File: src/rtl/core/jtt_pkg.sv
// Shared types and constants of the job timer table.
`default_nettype none
package jtt_pkg;

    localparam logic [1:0] FUNC_TICK   = 2'd0;
    localparam logic [1:0] FUNC_ADD    = 2'd1;
    localparam logic [1:0] FUNC_REMOVE = 2'd2;

    localparam logic [1:0] KIND_ADD_ACK = 2'd0;
    localparam logic [1:0] KIND_RM_ACK  = 2'd1;
    localparam logic [1:0] KIND_FIRED   = 2'd2;

    localparam logic [1:0] STAT_OK        = 2'd0;
    localparam logic [1:0] STAT_FULL      = 2'd1;
    localparam logic [1:0] STAT_BAD_IVAL  = 2'd2;
    localparam logic [1:0] STAT_NOT_FOUND = 2'd3;

    localparam int          RES_MAX   = 16;
    localparam int          NFIRE_W   = 5;
    localparam logic [19:0] US_PER_S  = 20'd1000000;
    localparam logic [31:0] FIRES_MAX = 32'hFFFF_FFFF;

    typedef struct packed {
        logic [1:0]  func;
        logic [51:0] now_us;
        logic        job_kind;
        logic [19:0] period_s;
        logic [31:0] at_epoch_s;
        logic [31:0] remove_id;
    } t_req;

    typedef struct packed {
        logic [1:0]  kind;
        logic [1:0]  status;
        logic [31:0] entry_id;
        logic [3:0]  slot;
        logic [31:0] fires;
        logic        was_one_shot;
        logic        last;
    } t_res;

    typedef struct packed {
        logic [31:0] tag;
        logic        one_shot;
        logic        expired;
        logic [19:0] period;
        logic [52:0] deadline;
        logic [31:0] fires;
    } t_entry;

    typedef struct packed {
        logic take_req;
        logic inc_idx;
        logic rd_next;
        logic mul_req;
        logic mul_ent;
        logic latch_ent;
        logic wr_add;
        logic wr_tick;
        logic wr_shift;
        logic mark_found;
        logic rm_done;
        logic rm_miss;
        logic add_full;
        logic add_bad;
        logic push_fire;
        logic push_last;
    } t_cmd;

    typedef struct packed {
        logic [1:0] func;
        logic       count_zero;
        logic       count_full;
        logic       bad_interval;
        logic       idx_last;
        logic       idx_next_last;
        logic       tag_match;
        logic       entry_due;
        logic       nfire_last;
        logic       pend_valid;
        logic       out_free;
    } t_sts;

endpackage
`default_nettype wire

File: src/rtl/core/jtt_ram.sv
// Generic single-write, single-read RAM with registered read data.
`default_nettype none
module jtt_ram #(
    parameter int WIDTH = 8,
    parameter int DEPTH = 16
) (
    input  wire logic                                 i_clk,
    input  wire logic                                 i_we,
    input  wire logic [(DEPTH > 1 ? $clog2(DEPTH) : 1)-1:0] i_waddr,
    input  wire logic [WIDTH-1:0]                     i_wdata,
    input  wire logic [(DEPTH > 1 ? $clog2(DEPTH) : 1)-1:0] i_raddr,
    output logic      [WIDTH-1:0]                     o_rdata
);

    logic [WIDTH-1:0] r_mem [DEPTH];
    logic [WIDTH-1:0] r_rdata;

    always_ff @(posedge i_clk) begin
        if (i_we) begin
            r_mem[i_waddr] <= i_wdata;
        end
        r_rdata <= r_mem[i_raddr];
    end

    assign o_rdata = r_rdata;

endmodule
`default_nettype wire

File: src/rtl/core/jtt_dp.sv
// Datapath of the job timer table: request latch, entry memory, counters, results.
`default_nettype none
module jtt_dp #(
    parameter int MAX_JOBS = 16
) (
    input  wire logic          i_clk,
    input  wire logic          i_rst_n,
    input  wire jtt_pkg::t_req i_req,
    input  wire jtt_pkg::t_cmd i_cmd,
    output jtt_pkg::t_sts      o_sts,
    input  wire logic          i_res_ready,
    output logic               o_res_valid,
    output jtt_pkg::t_res      o_res
);

    localparam int IW = (MAX_JOBS > 1) ? $clog2(MAX_JOBS) : 1;
    localparam int CW = $clog2(MAX_JOBS + 1);

    jtt_pkg::t_req   r_req;
    jtt_pkg::t_entry r_ent;
    jtt_pkg::t_entry rd_ent;
    jtt_pkg::t_entry wr_ent;
    jtt_pkg::t_res   r_pend;
    jtt_pkg::t_res   n_pend;
    jtt_pkg::t_res   r_out;
    jtt_pkg::t_res   n_out;
    jtt_pkg::t_res   fire_res;
    logic            r_pend_v;
    logic            r_out_v;
    logic [CW-1:0]   r_count;
    logic [IW-1:0]   r_idx;
    logic [IW-1:0]   r_found;
    logic [jtt_pkg::NFIRE_W-1:0] r_nfire;
    logic [51:0]     r_prod;
    logic [51:0]     n_prod;
    logic [31:0]     mul_op;
    logic [52:0]     base;
    logic [52:0]     new_deadline;
    logic [31:0]     new_fires;
    logic [CW:0]     idx_ext;
    logic [CW:0]     count_ext;
    logic            we;
    logic [IW-1:0]   waddr;
    logic [IW-1:0]   raddr;
    logic            out_free;

    jtt_ram #(
        .WIDTH ($bits(jtt_pkg::t_entry)),
        .DEPTH (MAX_JOBS)
    ) u_ram (
        .i_clk   (i_clk),
        .i_we    (we),
        .i_waddr (waddr),
        .i_wdata (wr_ent),
        .i_raddr (raddr),
        .o_rdata (rd_ent)
    );

    assign raddr = i_cmd.rd_next ? IW'(r_idx + 1'b1) : r_idx;
    assign we    = i_cmd.wr_add | i_cmd.wr_tick | i_cmd.wr_shift;
    assign waddr = i_cmd.wr_add ? IW'(r_count) : r_idx;

    assign mul_op = i_cmd.mul_ent ? {12'd0, rd_ent.period}
                  : (r_req.job_kind ? r_req.at_epoch_s : {12'd0, r_req.period_s});
    assign n_prod = 52'(mul_op) * 52'(jtt_pkg::US_PER_S);

    assign base = (r_req.func == jtt_pkg::FUNC_ADD && r_req.job_kind)
                ? 53'd0 : 53'(r_req.now_us);
    assign new_deadline = base + 53'(r_prod);
    assign new_fires = (r_ent.fires == jtt_pkg::FIRES_MAX) ? r_ent.fires
                     : r_ent.fires + 32'd1;

    always_comb begin
        wr_ent = rd_ent;
        if (i_cmd.wr_add) begin
            wr_ent.tag      = r_req.now_us[31:0];
            wr_ent.one_shot = r_req.job_kind;
            wr_ent.expired  = 1'b0;
            wr_ent.period   = r_req.job_kind ? 20'd0 : r_req.period_s;
            wr_ent.deadline = new_deadline;
            wr_ent.fires    = 32'd0;
        end else if (i_cmd.wr_tick) begin
            wr_ent          = r_ent;
            wr_ent.fires    = new_fires;
            if (r_ent.one_shot) begin
                wr_ent.expired = 1'b1;
            end else begin
                wr_ent.deadline = new_deadline;
            end
        end
    end

    always_comb begin
        fire_res              = '0;
        fire_res.kind         = jtt_pkg::KIND_FIRED;
        fire_res.status       = jtt_pkg::STAT_OK;
        fire_res.entry_id     = r_ent.tag;
        fire_res.slot         = 4'(r_idx);
        fire_res.fires        = new_fires;
        fire_res.was_one_shot = r_ent.one_shot;
    end

    always_comb begin
        n_pend = r_pend;
        if (i_cmd.wr_add) begin
            n_pend          = '0;
            n_pend.kind     = jtt_pkg::KIND_ADD_ACK;
            n_pend.status   = jtt_pkg::STAT_OK;
            n_pend.entry_id = r_req.now_us[31:0];
            n_pend.slot     = 4'(r_count);
        end else if (i_cmd.add_full) begin
            n_pend        = '0;
            n_pend.kind   = jtt_pkg::KIND_ADD_ACK;
            n_pend.status = jtt_pkg::STAT_FULL;
        end else if (i_cmd.add_bad) begin
            n_pend        = '0;
            n_pend.kind   = jtt_pkg::KIND_ADD_ACK;
            n_pend.status = jtt_pkg::STAT_BAD_IVAL;
        end else if (i_cmd.rm_done) begin
            n_pend          = '0;
            n_pend.kind     = jtt_pkg::KIND_RM_ACK;
            n_pend.status   = jtt_pkg::STAT_OK;
            n_pend.entry_id = r_req.remove_id;
            n_pend.slot     = 4'(r_found);
        end else if (i_cmd.rm_miss) begin
            n_pend          = '0;
            n_pend.kind     = jtt_pkg::KIND_RM_ACK;
            n_pend.status   = jtt_pkg::STAT_NOT_FOUND;
            n_pend.entry_id = r_req.remove_id;
        end else if (i_cmd.push_fire) begin
            n_pend = fire_res;
        end
        n_out      = r_pend;
        n_out.last = i_cmd.push_last;
    end

    assign out_free  = !r_out_v || i_res_ready;
    assign idx_ext   = (CW + 1)'(r_idx);
    assign count_ext = (CW + 1)'(r_count);

    assign o_sts.func          = r_req.func;
    assign o_sts.count_zero    = (r_count == '0);
    assign o_sts.count_full    = (r_count >= CW'(MAX_JOBS));
    assign o_sts.bad_interval  = !r_req.job_kind && (r_req.period_s == '0);
    assign o_sts.idx_last      = (idx_ext + 1'b1 == count_ext);
    assign o_sts.idx_next_last = (idx_ext + 2'd2 == count_ext);
    assign o_sts.tag_match     = (rd_ent.tag == r_req.remove_id);
    assign o_sts.entry_due     = !rd_ent.expired && ({1'b0, r_req.now_us} >= rd_ent.deadline);
    assign o_sts.nfire_last    = (r_nfire == jtt_pkg::NFIRE_W'(jtt_pkg::RES_MAX - 1));
    assign o_sts.pend_valid    = r_pend_v;
    assign o_sts.out_free      = out_free;

    always_ff @(posedge i_clk) begin
        if (!i_rst_n) begin
            r_count  <= '0;
            r_idx    <= '0;
            r_nfire  <= '0;
            r_pend_v <= 1'b0;
            r_out_v  <= 1'b0;
        end else begin
            if (i_cmd.take_req) begin
                r_idx   <= '0;
                r_nfire <= '0;
            end else if (i_cmd.inc_idx) begin
                r_idx <= IW'(r_idx + 1'b1);
            end
            if (i_cmd.wr_add) begin
                r_count  <= CW'(r_count + 1'b1);
                r_pend_v <= 1'b1;
            end
            if (i_cmd.rm_done) begin
                r_count  <= CW'(r_count - 1'b1);
                r_pend_v <= 1'b1;
            end
            if (i_cmd.rm_miss || i_cmd.add_full || i_cmd.add_bad) begin
                r_pend_v <= 1'b1;
            end
            if (i_cmd.push_fire) begin
                r_nfire  <= jtt_pkg::NFIRE_W'(r_nfire + 1'b1);
                r_pend_v <= 1'b1;
            end
            if (i_cmd.push_last) begin
                r_pend_v <= 1'b0;
            end
            if ((i_cmd.push_fire && r_pend_v) || i_cmd.push_last) begin
                r_out_v <= 1'b1;
            end else if (i_res_ready) begin
                r_out_v <= 1'b0;
            end
        end
    end

    always_ff @(posedge i_clk) begin
        if (i_cmd.take_req) begin
            r_req <= i_req;
        end
        if (i_cmd.latch_ent) begin
            r_ent <= rd_ent;
        end
        if (i_cmd.mul_req || i_cmd.mul_ent) begin
            r_prod <= n_prod;
        end
        if (i_cmd.mark_found) begin
            r_found <= r_idx;
        end
        r_pend <= n_pend;
        if ((i_cmd.push_fire && r_pend_v) || i_cmd.push_last) begin
            r_out <= n_out;
        end
    end

    assign o_res_valid = r_out_v;
    assign o_res       = r_out;

endmodule
`default_nettype wire

File: src/rtl/core/jtt_ctrl.sv
// Controller state machine of the job timer table.
`default_nettype none
module jtt_ctrl (
    input  wire logic          i_clk,
    input  wire logic          i_rst_n,
    input  wire logic          i_req_valid,
    output logic               o_req_ready,
    input  wire jtt_pkg::t_sts i_sts,
    output jtt_pkg::t_cmd      o_cmd
);

    typedef enum logic [3:0] {
        ST_IDLE,
        ST_DISP,
        ST_A_WR,
        ST_T_RD,
        ST_T_EVAL,
        ST_T_WR,
        ST_R_RD,
        ST_R_CMP,
        ST_S_RD,
        ST_S_WR,
        ST_R_END,
        ST_FIN
    } t_state;

    t_state r_state;
    t_state n_state;

    always_ff @(posedge i_clk) begin
        if (!i_rst_n) begin
            r_state <= ST_IDLE;
        end else begin
            r_state <= n_state;
        end
    end

    assign o_req_ready = (r_state == ST_IDLE);

    always_comb begin
        n_state = r_state;
        o_cmd   = '0;
        unique case (r_state)
            ST_IDLE: begin
                if (i_req_valid) begin
                    o_cmd.take_req = 1'b1;
                    n_state        = ST_DISP;
                end
            end
            ST_DISP: begin
                unique case (i_sts.func)
                    jtt_pkg::FUNC_TICK: begin
                        n_state = i_sts.count_zero ? ST_FIN : ST_T_RD;
                    end
                    jtt_pkg::FUNC_ADD: begin
                        if (i_sts.count_full) begin
                            o_cmd.add_full = 1'b1;
                            n_state        = ST_FIN;
                        end else if (i_sts.bad_interval) begin
                            o_cmd.add_bad = 1'b1;
                            n_state       = ST_FIN;
                        end else begin
                            o_cmd.mul_req = 1'b1;
                            n_state       = ST_A_WR;
                        end
                    end
                    jtt_pkg::FUNC_REMOVE: begin
                        if (i_sts.count_zero) begin
                            o_cmd.rm_miss = 1'b1;
                            n_state       = ST_FIN;
                        end else begin
                            n_state = ST_R_RD;
                        end
                    end
                    default: begin
                        n_state = ST_FIN;
                    end
                endcase
            end
            ST_A_WR: begin
                o_cmd.wr_add = 1'b1;
                n_state      = ST_FIN;
            end
            ST_T_RD: begin
                n_state = ST_T_EVAL;
            end
            ST_T_EVAL: begin
                if (i_sts.entry_due) begin
                    o_cmd.latch_ent = 1'b1;
                    o_cmd.mul_ent   = 1'b1;
                    n_state         = ST_T_WR;
                end else if (i_sts.idx_last) begin
                    n_state = ST_FIN;
                end else begin
                    o_cmd.inc_idx = 1'b1;
                    n_state       = ST_T_RD;
                end
            end
            ST_T_WR: begin
                if (!i_sts.pend_valid || i_sts.out_free) begin
                    o_cmd.wr_tick   = 1'b1;
                    o_cmd.push_fire = 1'b1;
                    if (i_sts.idx_last || i_sts.nfire_last) begin
                        n_state = ST_FIN;
                    end else begin
                        o_cmd.inc_idx = 1'b1;
                        n_state       = ST_T_RD;
                    end
                end
            end
            ST_R_RD: begin
                n_state = ST_R_CMP;
            end
            ST_R_CMP: begin
                if (i_sts.tag_match) begin
                    o_cmd.mark_found = 1'b1;
                    n_state          = i_sts.idx_last ? ST_R_END : ST_S_RD;
                end else if (i_sts.idx_last) begin
                    o_cmd.rm_miss = 1'b1;
                    n_state       = ST_FIN;
                end else begin
                    o_cmd.inc_idx = 1'b1;
                    n_state       = ST_R_RD;
                end
            end
            ST_S_RD: begin
                o_cmd.rd_next = 1'b1;
                n_state       = ST_S_WR;
            end
            ST_S_WR: begin
                o_cmd.wr_shift = 1'b1;
                o_cmd.inc_idx  = 1'b1;
                n_state        = i_sts.idx_next_last ? ST_R_END : ST_S_RD;
            end
            ST_R_END: begin
                o_cmd.rm_done = 1'b1;
                n_state       = ST_FIN;
            end
            ST_FIN: begin
                if (!i_sts.pend_valid) begin
                    n_state = ST_IDLE;
                end else if (i_sts.out_free) begin
                    o_cmd.push_last = 1'b1;
                    n_state         = ST_IDLE;
                end
            end
            default: begin
                n_state = ST_IDLE;
            end
        endcase
    end

endmodule
`default_nettype wire

File: src/rtl/core/job_timer_table_core.sv
// Top level of the job timer table: controller plus datapath.
//
// Request channel (i_req_valid / o_req_ready / i_req) carries tick, add and
// remove requests; result channel (o_res_valid / i_res_ready / o_res) returns
// acknowledges and firings, with last set on the final result of a request.
// One request is processed at a time; o_req_ready is high only while idle.
// Add steps: accept, dispatch and multiply, write, deliver to the result register.
// Remove: read and compare per slot searched, read and write per entry shifted down.
// Tick: read and evaluate per slot scanned, plus a write step per firing entry.
// These steps come from the entry memory with one write and one registered read port
// and the one shared 32x20 multiplier: deadline = now + period * 1e6 or epoch * 1e6.
// Each firing is held one step so the last flag can be set when the scan ends.
// A stalled receiver holds the block at the next result push; an idle output
// register lets the next request be taken while a result still waits.
// Reset empties the table (entry count zero); the memory is not cleared.
`default_nettype none
module job_timer_table_core #(
    parameter int MAX_JOBS = 16
) (
    input  wire logic          i_clk,
    input  wire logic          i_rst_n,
    input  wire logic          i_req_valid,
    output logic               o_req_ready,
    input  wire jtt_pkg::t_req i_req,
    output logic               o_res_valid,
    input  wire logic          i_res_ready,
    output jtt_pkg::t_res      o_res
);

    jtt_pkg::t_cmd cmd;
    jtt_pkg::t_sts sts;

    jtt_ctrl u_ctrl (
        .i_clk       (i_clk),
        .i_rst_n     (i_rst_n),
        .i_req_valid (i_req_valid),
        .o_req_ready (o_req_ready),
        .i_sts       (sts),
        .o_cmd       (cmd)
    );

    jtt_dp #(
        .MAX_JOBS (MAX_JOBS)
    ) u_dp (
        .i_clk       (i_clk),
        .i_rst_n     (i_rst_n),
        .i_req       (i_req),
        .i_cmd       (cmd),
        .o_sts       (sts),
        .i_res_ready (i_res_ready),
        .o_res_valid (o_res_valid),
        .o_res       (o_res)
    );

endmodule
`default_nettype wire

File: config.mk
export PLATFORM = sky130hd
export DESIGN_NAME = job_timer_table_core
export DESIGN_NICKNAME = d
export VERILOG_FILES = /design/src/rtl/core/jtt_pkg.sv /design/src/rtl/core/jtt_ram.sv /design/src/rtl/core/jtt_dp.sv /design/src/rtl/core/jtt_ctrl.sv /design/src/rtl/core/job_timer_table_core.sv
export SDC_FILE = /design/constraint.sdc
export NUM_CORES = 2
export LEC_CHECK = 0
export BUFFER_PORTS_ARGS = -buffer_cell sky130_fd_sc_hd__buf_4
export CAP_MARGIN = 15
export CORE_MARGIN = 2
export CORE_UTILIZATION = 42
export DETAILED_ROUTE_END_ITERATION = 7
export GPL_ROUTABILITY_DRIVEN = 0
export PLACE_DENSITY = 0.69
export SLEW_MARGIN = 20
export SYNTH_ARGS = -nofsm -noshare
export SYNTH_HDL_FRONTEND = slang
export SYNTH_SLANG_ARGS = --single-unit
File: constraint.sdc
create_clock -name i_clk -period 36.4 [get_ports i_clk]
set_input_delay 5.46 -clock i_clk [delete_from_list [all_inputs] [get_ports i_clk]]
set_output_delay 5.46 -clock i_clk [all_outputs]
set_load 0.03 [all_outputs]
==> results.md <==
* #FFs+latches synth at around 2900
* Unique masters post-synth at 86
* Final Setup Violations at 0
* Fin cells at 10600
* Global Route Usage Sum at 21.2%
* Drt pass-1 iters at 6
* Ys flop type: edfxtp_1
* Fillers at 22700
* Die Y at 534 um
* Final core occ at 47.9%
* Die width at 534 um
* Status: complete, no violations
* Syn Inst Count at 6283
* Clock Path Buffers at 4
* Hold Buf Count CTS at 0
* Hold depth at 0
* Area growth syn-to-layout at 13.5%
* Drt via density at 5.88
* Vias in the first global route at 62300
* Setup TNS Final at 0 ns
* Fin crit share at 28.5%
* Final Hold Viols at 0
* Starting Density at 42.2%
* Wire per inst at 28.9 um
* Slowest cell on crit path: a31o_4
* Share of flip-flops with an asynchronous set or reset at 0%
* Crit path DAT at 10.98 ns
* Setup bufs post-CTS at 0
* Yosys warnings at 0
* Worst-Skew Late Latency at 0.88 ns
* Fin nets at 7194
* Top post-synthesis cells by area: edfxtp_1, mux4_2, dfxtp_1, ha_1, fa_1
* Htree depth at 5
* Initial antenna violation count at 24
* Seq/Total Area, Yosys at a little under three quarters
* Die area at 285000 um2
* IO Pins at 219
* Count leader, synth: edfxtp_1
* Required time worst endpoint at 37.00 ns
* Mapped Nets at 6799
* EDFF count, synth at around 2700
* Startpoint type of the worst setup path: flip-flop
* Smallest hold slack at 0.413 ns
* Clock root buffer: clkbuf_16
* Endpoint type of the worst setup path: flip-flop
* Port bufs at 218
* Total gr overflow at 0
* Crit path largest cell delay at 0.79 ns
* Drt initial violations at ~8300
* Share of layout cells above drive strength 1 at 22.4%
* Largest net degree at the start of global routing at 156
* Post-CTS sizing at 0
* Row cnt at between 150 and 200
* Slew HR at 15.6%
* Worst min path class: flip-flop to flip-flop
* Final Max Tran Viols at 0
* Worst-Margin Slew at 1.25 ns
* Max-cap violations at 0
* HPWL after DPL at 179 mm
* Setup CP Type: flip-flop to flip-flop
* RSZ-0062 raised after global routing: false
* Synthesized cell area at 118000 um2
* CTS tree: done
* Tmin final at 10.38 ns
* Final ANT Viol Nets at 0
* First-pass GRT wire length at about 440 mm
* CTS Sinks at between 2000 and 3000
* Fmax at 96.3 MHz
* Post-route clock skew at 0.0606 ns
* Post-Place Cells at 10100
* Clock-pin transition on the worst setup and hold timing paths at 0.06 ns
* Area share of the largest cell type after synthesis at 67.8%
* Vias at 62500
* Cell count of the worst reg-to-reg path at 33
* Synth area leader: edfxtp_1
* CTS Buf Count at 282
* Core ar. at 279000 um2
* # DRC at 0
* Syn Area/Cell at 18.8 um2
* Commonest cells post-synth: edfxtp_1, mux4_2, nand2_1
* CP max FO at 114
* WL final at 308 mm
==> kinds of logic (layout without fill, tap and decap cells) <==
logic type,Yosys count,count (layout),synth area share (%)
flip-flops,2858,2858,71.1
AND/OR/NAND/NOR,913,913,3.64
multiplexers,743,743,13.6
AO/OA/AOI/OAI,644,644,3.50
buffers and inverters,543,1157,1.85
adder cells (fa/ha/maj),383,383,4.80
XOR/XNOR,199,199,1.48
other,0,11,0
==> path summary, 6_finish.rpt <==
kind	start	endpoint	slack, ns
setup reg to reg	u_dp.r_req[86]	u_dp.r_prod[49]	26.02
hold reg to reg	u_dp.u_ram.o_rdata[7]	u_dp.r_ent[7]	0.41
hold / removal	u_dp.u_ram.o_rdata[7]	u_dp.r_ent[7]	0.41
setup / recovery	u_dp.r_req[86]	u_dp.r_prod[49]	26.02
==> flip-flops by register name, indices dropped and copies added, names as in the netlist <==
register / flops
u_dp.o_res_valid: 1
u_dp.o_res: 74
u_dp.r_idx: 4
u_dp.u_ram.r_mem: 2224
u_dp.r_found: 4
u_dp.fire_res: 33
u_dp.r_req: 137
u_ctrl.r_state: 4
u_dp.r_count: 5
u_dp.o_sts: 2
u_dp.r_ent: 106
u_dp.u_ram.o_rdata: 139
u_dp.r_nfire: 5
u_dp.n_out: 73
u_dp.r_prod: 46
u_dp.r_pend_v: 1
==> worst max-delay path: cells and delay by family (launching register included) <==
kind / cells / cell delay, ns
and+or+nand+nor: 5 / 0.77
AOI/OAI and AO/OA: 13 / 3.70
adders and majority gates: 8 / 3.21
xor gates and xnor gates: 2 / 0.25
DFF: 1 / 0.42
buffers and inverters: 5 / 1.66
==> cell usage in the layout (no fill, tap or decap), types with 13 or more instances in the layout <==
master	n
dfxtp_1	196
buf_12	14
a211oi_1	46
fa_1	118
nor3_1	30
a21oi_1	160
mux4_2	682
clkbuf_16	290
clkinv_1	33
o22ai_1	19
xnor2_1	103
o21ai_1	20
and3_1	21
nand2b_1	19
nor2_1	152
buf_4	354
clkinv_2	53
edfxtp_1	2662
a31oi_1	31
clkbuf_8	20
o21bai_1	18
a22oi_1	37
and2_1	69
nor4_1	14
bufinv_16	20
nand3_1	105
o21a_1	13
nand2_1	355
o21ai_0	129
nor2b_1	48
inv_1	273
xor2_1	93
mux2i_1	48
nor2_4	18
a21o_1	80
ha_1	255
nand4_1	30
clkbuf_1	58
==> metal layers <==
| layer | GRT usage (%) | vias up | part of all wire (%) |
|---|---|---|---|
| li1 | - | 25800 | - |
| met1 | 30.6 | 32800 | 41 |
| met2 | 32.8 | 3349 | 46 |
| met3 | 3.34 | 513 | 9.0 |
| met4 | 7.86 | 2 | 3.8 |
| met5 | 0 | - | 0.0042 |
==> through the flow <==
step	area, um2	worst slack (ns)
after floorplan	118000	23.31
after global placement	125000	26.26
after detailed placement	125000	26.06
after CTS	134000	26.07
after global routing	134000	25.49
final	134000	26.02
==> final cells by class <==
class	count	area [um2]	area share [%]
Antenna cell	11	27.5	0.0206
Clock buffer	368	7750	5.79
Clock inverter	135	1270	0.948
Inverter	275	1040	0.777
Multi-Input combinational cell	2882	32100	24.0
Sequential cell	2858	83900	62.7
Tap cell	3724	4660	3.48
Timing Repair Buffer	379	3020	2.26
Power is left out: the tool's default activity adds up to more than one toggle a clock period on the data nets, which glitch-free logic cannot reach.
